File: src/round_robin_class_queue_scheduler_defines.svh
// Assertion macros for the round robin class queue scheduler.
`ifndef ROUND_ROBIN_CLASS_QUEUE_SCHEDULER_DEFINES_SVH
`define ROUND_ROBIN_CLASS_QUEUE_SCHEDULER_DEFINES_SVH

// Same-cycle implication, sampled on clk, off during rst.
`define RRCQ_ASSERT_IMP(lbl, ante, cons, msg) \
  lbl: assert property (@(posedge clk) disable iff (rst) (ante) |-> (cons)) else $error(msg);

// Next-cycle implication, sampled on clk, off during rst.
`define RRCQ_ASSERT_NXT(lbl, ante, cons, msg) \
  lbl: assert property (@(posedge clk) disable iff (rst) (ante) |=> (cons)) else $error(msg);

`endif

File: src/rrcq_pkg.sv
// Shared types and codes for the round robin class queue scheduler.
`timescale 1ns / 1ps

package rrcq_pkg;

  localparam logic [1:0] CMD_ENQ  = 2'd0;
  localparam logic [1:0] CMD_DISP = 2'd1;
  localparam logic [1:0] CMD_STOP = 2'd2;

  localparam logic [2:0] ST_ENQUEUED   = 3'd0;
  localparam logic [2:0] ST_DISPATCHED = 3'd1;
  localparam logic [2:0] ST_EMPTY      = 3'd2;
  localparam logic [2:0] ST_FULL       = 3'd3;
  localparam logic [2:0] ST_STOPPED    = 3'd4;
  localparam logic [2:0] ST_STOP_DONE  = 3'd5;

  localparam logic [10:0] PENDING_MAX = 11'd2047;

  typedef struct packed {
    logic [1:0]         cmd;
    logic [63:0]        job_id;
    logic signed [7:0]  job_class;
  } req_t;

  typedef struct packed {
    logic [2:0]   status;
    logic [63:0]  out_id;
    logic [10:0]  pending_count;
  } rsp_t;

endpackage

File: src/rrcq_pick.sv
// Rotating first-non-empty class pick over the per-class pending mask.
`timescale 1ns / 1ps

module rrcq_pick #(
  parameter int NUM_CLASSES = 8
) (
  input  logic [NUM_CLASSES-1:0]                                   pend_mask,
  input  logic [((NUM_CLASSES > 1) ? $clog2(NUM_CLASSES) : 1)-1:0] start_cls,
  output logic                                                     found,
  output logic [((NUM_CLASSES > 1) ? $clog2(NUM_CLASSES) : 1)-1:0] sel
);
  import rrcq_pkg::*;

  localparam int CW = (NUM_CLASSES > 1) ? $clog2(NUM_CLASSES) : 1;

  logic [NUM_CLASSES-1:0] upper;
  logic [NUM_CLASSES-1:0] upper_low;
  logic [NUM_CLASSES-1:0] all_low;
  logic [CW-1:0]          upper_sel;
  logic [CW-1:0]          all_sel;

  // classes at or above the pointer come first, then wrap to the bottom
  always_comb begin
    for (int i = 0; i < NUM_CLASSES; i++) begin
      upper[i] = pend_mask[i] && (CW'(i) >= start_cls);
    end
  end

  assign upper_low = upper & (~upper + 1'b1);
  assign all_low   = pend_mask & (~pend_mask + 1'b1);

  always_comb begin
    upper_sel = '0;
    all_sel   = '0;
    for (int i = 0; i < NUM_CLASSES; i++) begin
      if (upper_low[i]) upper_sel = upper_sel | CW'(i);
      if (all_low[i])   all_sel   = all_sel | CW'(i);
    end
  end

  assign found = |pend_mask;
  assign sel   = (|upper) ? upper_sel : all_sel;

endmodule

File: config.mk
export PLATFORM = sky130hd
export DESIGN_NAME = rrcq_pick
export DESIGN_NICKNAME = d
export VERILOG_FILES = /design/src/round_robin_class_queue_scheduler_defines.svh /design/src/rrcq_pkg.sv /design/src/rrcq_pick.sv
export SDC_FILE = /design/constraint.sdc
export NUM_CORES = 1
export LEC_CHECK = 0
export BUFFER_PORTS_ARGS = -buffer_cell sky130_fd_sc_hd__buf_2
export CAP_MARGIN = 5
export CORE_AREA = 2 2 39 41
export DETAILED_ROUTE_END_ITERATION = 7
export DIE_AREA = 0 0 41 43
export MAX_ROUTING_LAYER = met4
export SLEW_MARGIN = 20
export SYNTH_ARGS = -nofsm -noshare
export SYNTH_HDL_FRONTEND = slang
export SYNTH_SLANG_ARGS = --single-unit
export TNS_END_PERCENT = 10
File: constraint.sdc
create_clock -name vclk -period 0.8
set_input_delay 0.08 -clock vclk [all_inputs]
set_output_delay 0.08 -clock vclk [all_outputs]
set_load 0.02 [all_outputs]
== Word level (Yosys, flattened, before mapping) ==
Cells that the tools add are included.

* Register bits after elaboration: 0
* Latch bits: 0
* RAM bits: 0
* ROM bits: 0
* Logic and storage cells: 39
* Memories: 0

* Add/subtract/negate cells: 2
* Multipliers: 0
* Div/mod/pow operators: 0
* Order comparisons: 8
* Eq/ne operators: 0
* Shift-type cells: 0
* Muxes and demuxes: 15
* Bitwise gates (word level): 4
* Reduce and logical (&&, ||, !) cells: 10

{| class="wikitable"
|+ Operators by type and width
! cell !! number
|-
| $mux W3 || 9
|-
| $add A8 B1 Y8 const B || 2
|-
| $and A8 B8 Y8 || 2
|-
| $not A8 Y8 || 2
|-
| $reduce_or A8 Y1 || 2
|-
| $ge A3 B3 Y1 const A || 4
|-
| $logic_and A1 B1 Y1 || 8
|-
| $mux W2 || 4
|-
| $ge A1 B3 Y1 const A || 2
|-
| $ge A2 B3 Y1 const A || 2
|-
| $mux W1 || 2
|}

== Longest topological paths before layout ==
Gate-level depths: netlist (run 1).

* Depth after elaboration: 13
* Mapped depth: 4
* Gate-level depth less buffers: 4

== Worst setup path after synthesis (run 1) ==
Ideal clock, no wire load.

* Kind: input to output
* Start point: input pend_mask[0]
* End point: output sel[2] (netlist bit)
* Data arrival time: 0.890 ns
* Required time: 0.720 ns
* Setup slack: -0.170 ns
* Stages: 3
* Cells stage by stage: nor4_1 -> o31ai_1 -> a21oi_1

* Cells in the longest elaborated chain, start to end: 9
* Elaborated cells between the ends (all ways): 17

{| class="wikitable"
|+ RTL lines
! item !! RTL line !! source
|-
| from (decl) || rrcq_pick.sv:7 || <nowiki>input logic [NUM_CLASSES-1:0] pend_mask,</nowiki>
|-
| $logic_and A1 B1 Y1 || rrcq_pick.sv:25 || <nowiki>upper[i] = pend_mask[i] && (CW'(i) >= start_cls);</nowiki>
|-
| $not A8 Y8 || rrcq_pick.sv:29 || <nowiki>assign upper_low = upper & (~upper + 1'b1);</nowiki>
|-
| $add A8 B1 Y8 || rrcq_pick.sv:29 ||
|-
| $and A8 B8 Y8 || rrcq_pick.sv:29 ||
|-
| $mux W3 (4 in a row) || rrcq_pick.sv:36 || <nowiki>if (upper_low[i]) upper_sel = upper_sel | CW'(i);</nowiki>
|-
| $mux W3 (*) || rrcq_pick.sv:42 || <nowiki>assign sel = (|upper) ? upper_sel : all_sel;</nowiki>
|-
| to (decl) || rrcq_pick.sv:10 || <nowiki>output logic [((NUM_CLASSES > 1) ? $clog2(NUM_CLASSES) : 1)-1:0] sel</nowiki>
|}

Mark *: on every way between the ends. The rest lies on a longest branch, timed or not.

== Final worst setup path (run 1) ==
* Start point: input start_cls[2] (netlist bit)
* End point: output sel[0] (netlist bit)

* Cells in the longest elaborated chain, start to end: 13
* Elaborated cells between the ends (all ways): 28

{| class="wikitable"
|+ RTL lines
! item !! RTL line !! source
|-
| from (decl) || rrcq_pick.sv:8 || <nowiki>input logic [((NUM_CLASSES > 1) ? $clog2(NUM_CLASSES) : 1)-1:0] start_cls,</nowiki>
|-
| $ge A1 B3 Y1 || rrcq_pick.sv:25 ||
|-
| $logic_and A1 B1 Y1 || rrcq_pick.sv:25 ||
|-
| $not A8 Y8 || rrcq_pick.sv:29 ||
|-
| $add A8 B1 Y8 || rrcq_pick.sv:29 ||
|-
| $and A8 B8 Y8 || rrcq_pick.sv:29 ||
|-
| $mux W1 || rrcq_pick.sv:36 ||
|-
| $mux W2 (2 in a row) || rrcq_pick.sv:36 ||
|-
| $mux W3 (4 in a row) || rrcq_pick.sv:36 ||
|-
| $mux W3 (*) || rrcq_pick.sv:42 ||
|}

Marked as above.

==> results of run 1 <==
-- layout by cell type (no fill, tap or decap) --
cell type,n
buf_4,11
buf_6,5
buf_2,5
nand2_1,4
inv_1,3
a21oi_1,3
nor2_1,2
a21boi_2,2
o21ai_1,2
buf_8,2
and2b_4,1
o21ai_4,1
o21bai_4,1
a211oi_1,1
nand3_1,1
o31a_1,1
o22ai_1,1
nand2b_1,1
o21bai_1,1
and2_4,1
nor2b_1,1
and4b_1,1
a221oi_2,1
o2bb2ai_1,1
a32oi_1,1
a41oi_2,1
nor4_4,1
o31ai_2,1
a21oi_2,1
nor4_1,1
clkbuf_4,1
-- power groups by stage --
stage / Sequential (mW) / Combinational (mW) / Clock (mW)
floorplan: 0 / 0.121 / 0
global placement: 0 / 0.235 / 0
detailed placement: 0 / 0.238 / 0
CTS: 0 / 0.281 / 0
global route: 0 / 0.328 / 0
finish: 0 / 0.305 / 0
-- cells by family after synthesis --
group / count (synthesis) / share of synthesized area, %
simple gates: 14 / 31.7
buf+inv: 3 / 4.52
compound gates: 19 / 63.8
-- final cells by class --
class                           count  area (um^2)
Fill cell                         149          872
Tap cell                           16         20.0
Multi-Input combinational cell     33          279
Timing Repair Buffer               24          201
Inverter                            3         11.3
-- metrics by stage --
stage	TNS, ns	power (mW)
after floorplan	-0.322	0.121
after global routing	-1.17	0.328
after CTS	-0.934	0.281
after global placement	-1.21	0.235
after detailed placement	-1.28	0.238
final	-0.946	0.305
-- routing by layer --
layer	share of wire [%]	global-route usage, %
met3	3.7	1.05
met4	1.5	2.67
met5	0	-
met1	40	14.6
met2	54	21.6
-- worst max-delay path, stage by stage --
cell	delay, ns
buf_8	0.11
and4b_1	0.19
a221oi_2	0.18
a32oi_1	0.15
a41oi_2	0.18
buf_4	0.17
-- worst paths after layout --
check | cells after the start | slack (ns) | to | start
setup / recovery | 6 | -0.33 | sel[0] | start_cls[2]
hold / removal | 4 | 0.50 | found | pend_mask[7]
-- timing repair --
item	4_1_cts	5_1_grt
buffers inserted	1	0
pin swaps	4	2
gates resized for setup	14	11
endpoints found under the setup margin	4	4
==> metrics.md, run 1 <==
| Metric | Value |
|---|---|
| Slew @ Worst Pin | `roughly 0.28 ns` |
| Layout cells sized above 1 | `between 50% and 60%` |
| Commonest cells post-synth | `4 x a21oi_1, 4 x nand2_1, 3 x inv_1` |
| Hold Crit Class | `in -> out` |
| Die area | `approximately 0.0018 mm^2` |
| Final WL | `913 um` |
| Post-route cell area | `512 um^2` |
| P_leak | `around 0.22 nW` |
| Core ar. | `about 0.0014 mm^2` |
| Drt initial violations | `1` |
| FF+latch area | `0 um^2` |
| Synth Area per Inst | `6.92 um^2` |
| Max cap viols | `0` |
| Sw frac | `between 40% and 50%` |
| Row Count | `14` |
| Combinational share of power | `100.0%` |
| Final Cycle Share | `141%` |
| # diodes | `0` |
| Setup violators final | `4` |
| CP max FO | `7` |
| CP Class | `in -> out` |
| Largest net degree at the start of global routing | `8` |
| Clock Power Share | `0%` |
| GRT Resource Usage Total | `between 10% and 20%` |
| P_sw | `approximately 140 uW` |
| Post-placement cell area | `about 410 um^2` |
| Fin util | `between 30% and 40%` |
| Hold_buf cts | `0` |
| YS warnings | `0` |
| Syn_nets | `47` |
| Tmin final | `1.13 ns` |
| Via density per instance | `roughly 4.8` |
| Yosys top cell area share | `approximately 8.0%` |
| Unique masters post-synth | `24` |
| Cell Count, Final, Fillers Out | `76` |
| Synthesis-to-finish area growth | `106%` |
| Internal power consumption | `roughly 160 uW` |
| Leading area contributor after synthesis | `a21oi_1` |
| Status | `complete, but fails checks` |
| IO Port Bufs | `15` |
| Seq pwr share | `0%` |
| Setup crit start kind | `primary input` |
| Slew headroom | `approximately four fifths` |
| Total power per unit cell area | `slightly below 600 mW/mm^2` |
| Required time worst endpoint | `between 0.7 and 0.8 ns` |
| Crit end category | `output port` |
| Placer Congestion | `~0.87` |
| Violated checks | `setup timing` |
| DRT antenna net count | `0` |
| Synth top area cells | `a21oi_1 8.0%, a41oi_2 6.5%, o21ai_4 6.5%` |
| Clkbuf count | `0` |
| RSZ-0062 raised after global routing | `true` |
| Hold slack | `0.496 ns` |
| DR DRC count | `0` |
| Setup ws final | `-0.330 ns` |
| Die W | `roughly 41 um` |
| Worst VDD drop | `~0.23 mV` |
| Number of I/O pins | `15` |
| Fin. Hold Viols | `0` |
| Number of global-route vias before repair | `around 370` |
| Max Slew Vio Count | `0` |
| Grt total ovfl | `0` |
| Pre-CTS setup slack | `-0.393 ns` |
| FFs & Latches | `0` |
| Die height | `about 43 um` |
| Initial antenna violation count | `0` |
| DR pass1 iterations | `4` |
| Placed Cells | `between 70 and 80` |
| Mapped Area | `around 250 um^2` |
| Mapped Cells | `36` |
| CP Data Arrival Time | `between 1 and 1.5 ns` |
| Sequential area share after synthesis | `0%` |
| Nets | `73` |
| Routed len/inst | `12.0 um` |
| Routed vias | `366` |
| First-pass GRT wire length | `~1.6 mm` |
| FMAX | `slightly below 900 MHz` |
| HPWL Detailed | `between 700 and 800 um` |
| Initial Utilization | `18.0%` |
No activity file was read; power rests on OpenSTA's default activity.
==> inputs of run 2 (changes only) <==
- BUFFER_PORTS_ARGS: -buffer_cell sky130_fd_sc_hd__buf_2 -> -buffer_cell sky130_fd_sc_hd__buf_4
==> run 2 against run 1 <==
Effect of this change:
- the run still ends with setup timing left
- fmax increased by 3.2%
- power increased by 1.7%
- routed wire length decreased by 0.11%
- largest cell class unchanged
- highest routed layer unchanged
==> metrics.md, run 2 (synthesized netlist as in run 1, its figures left out) <==
| Metric | Value |
|---|---|
| Die area | `0.00176 mm^2 (unchanged)` |
| Post-placement cell area | `438 um^2 (was 408 um^2)` |
| CP bufs+invs | `2 (unchanged)` |
| Row Count | `14 (unchanged)` |
| FMAX | `913 MHz (was 885 MHz)` |
| Largest net degree at the start of global routing | `8 (unchanged)` |
| First-pass GRT wire length | `1.45 mm (was 1.56 mm)` |
| CP max FO | `4 (was 7)` |
| Required time worst endpoint | `0.72 ns (about the same)` |
| Die height | `43 um (unchanged)` |
| Slew @ Worst Pin | `0.312 ns (was 0.285 ns)` |
| Grt total ovfl | `0 (unchanged)` |
| Final Total Pwr | `310 uW (was 305 uW)` |
| Worst VDD drop | `0.186 mV (was 0.226 mV)` |
| Clkbuf count | `0 (unchanged)` |
| Final Cycle Share | `137% (was 141%)` |
| FF+latch area | `0 um^2 (unchanged)` |
| CP Class | `in -> out (unchanged)` |
| Worst Min Path Start | `pend_mask[7] (unchanged)` |
| Placer Congestion | `0.803 (was 0.871)` |
| Slew headroom | `79.0% (was 80.9%)` |
| Hold Crit Class | `in -> out (unchanged)` |
| Post-route cell area | `526 um^2 (was 512 um^2)` |
| Worst Setup SP | `pend_mask[6] (was start_cls[2])` |
| Total power per unit cell area | `590 mW/mm^2 (was 595 mW/mm^2)` |
| FFs & Latches | `0 (unchanged)` |
| Placed Cells | `74 (was 75)` |
| Final WL | `912 um (was 913 um)` |
| Violated checks | `setup timing (unchanged)` |
| Crit-path cells | `buf_8, nor2b_4, a221oi_2, a32oi_1, a41oi_2, buf_4 (was buf_8, and4b_1, a221oi_2, a32oi_1, a41oi_2, buf_4)` |
| Cell Count, Final, Fillers Out | `74 (was 76)` |
| Hold slack | `0.462 ns (was 0.496 ns)` |
| Number of I/O pins | `15 (unchanged)` |
| Drt initial violations | `3 (was 1)` |
| DR pass1 iterations | `2 (was 4)` |
| Synthesis-to-finish area growth | `111% (was 106%)` |
| # diodes | `0 (unchanged)` |
| Number of global-route vias before repair | `322 (was 373)` |
| HPWL Detailed | `664 um (was 750 um)` |
| Commonest non-fill, non-tap cell in the layout | `buf_4 (unchanged)` |
| DR DRC count | `0 (unchanged)` |
| Via density per instance | `5.00 (was 4.82)` |
| Layout cells sized above 1 | `60.3% (was 58.3%)` |
| Max cap viols | `0 (unchanged)` |
| Initial antenna violation count | `0 (unchanged)` |
| Setup violators final | `4 (unchanged)` |
| Commonest cells after routing, fill and taps aside | `15 x buf_4, 4 x buf_6 (was 11 x buf_4, 5 x buf_6, 5 x buf_2)` |
| Tmin final | `1.10 ns (was 1.13 ns)` |
| Initial Utilization | `18.0% (unchanged)` |
| Hold_buf cts | `0 (unchanged)` |
| RSZ-0062 raised after global routing | `true (unchanged)` |
| Setup crit start kind | `primary input (unchanged)` |
| Nets | `71 (was 73)` |
| Setup ws final | `-0.296 ns (was -0.330 ns)` |
| CP Data Arrival Time | `1.02 ns (was 1.05 ns)` |
| Fin. Hold Viols | `0 (unchanged)` |
| Status | `complete, but fails checks (unchanged)` |
| IO Port Bufs | `15 (unchanged)` |
| DRT antenna net count | `0 (unchanged)` |
| Setup total negative slack | `-0.783 ns (was -0.946 ns)` |
| P_leak | `0.225 nW (was 0.218 nW)` |
| Die W | `41 um (unchanged)` |
| Crit end category | `output port (unchanged)` |
| CP max-delay cell | `a221oi_2 (was and4b_1)` |
| Core ar. | `0.00138 mm^2 (unchanged)` |
| Cell family with most CP delay | `compound AO/OA/AOI/OAI gates (unchanged)` |
| Critical path's largest stage delay | `0.26 ns (was 0.19 ns)` |
| Max Slew Vio Count | `0 (unchanged)` |
| GRT Resource Usage Total | `11.7% (was 12.4%)` |
| Routed len/inst | `12.3 um (was 12.0 um)` |
| Routed vias | `370 (was 366)` |
run 2: stage by stage:
step / worst slack (ns) / utilization [%]
finish: -0.296 / 38.0
floorplan: -0.123 / -
detailed placement: -0.349 / 31.6
CTS: -0.309 / 35.6
global placement: -0.340 / 31.6
global route: -0.331 / 38.0
run 2: path summary, 6_finish.rpt:
kind / slack (ns) / depth (start not counted) / to
worst min-delay path: 0.46 / 4 / found
worst max-delay path: -0.30 / 6 / sel[0]
run 2: repair_timing:
item / CTS / global route
endpoints found under the setup margin: 4 / 4
pin swaps: 4 / 2
setup buffers: 0 / 0
resized for setup: 13 / 7
run 2: metal layers:
layer	part of all wire [%]	global-route usage [%]	up-vias
met5	0	-	-
met4	2.2	2.00	0
met3	3.4	0.524	2
met2	50	18.4	9
met1	44	16.1	171
li1	-	-	188
run 2: power by group:
| group | internal, mW | total, mW | switching, mW |
|---|---|---|---|
| combinational | 0.163 | 0.310 | 0.146 |
| clock | 0 | 0 | 0 |
| sequential | 0 | 0 | 0 |
| total | 0.163 | 0.310 | 0.146 |
run 2: area by class of cell:
type / instances / area [um^2]
well taps: 16 / 20.0
fillers: 148 / 858
repair buffers: 22 / 203
multi-input cells: 33 / 292
inverters: 3 / 11.3
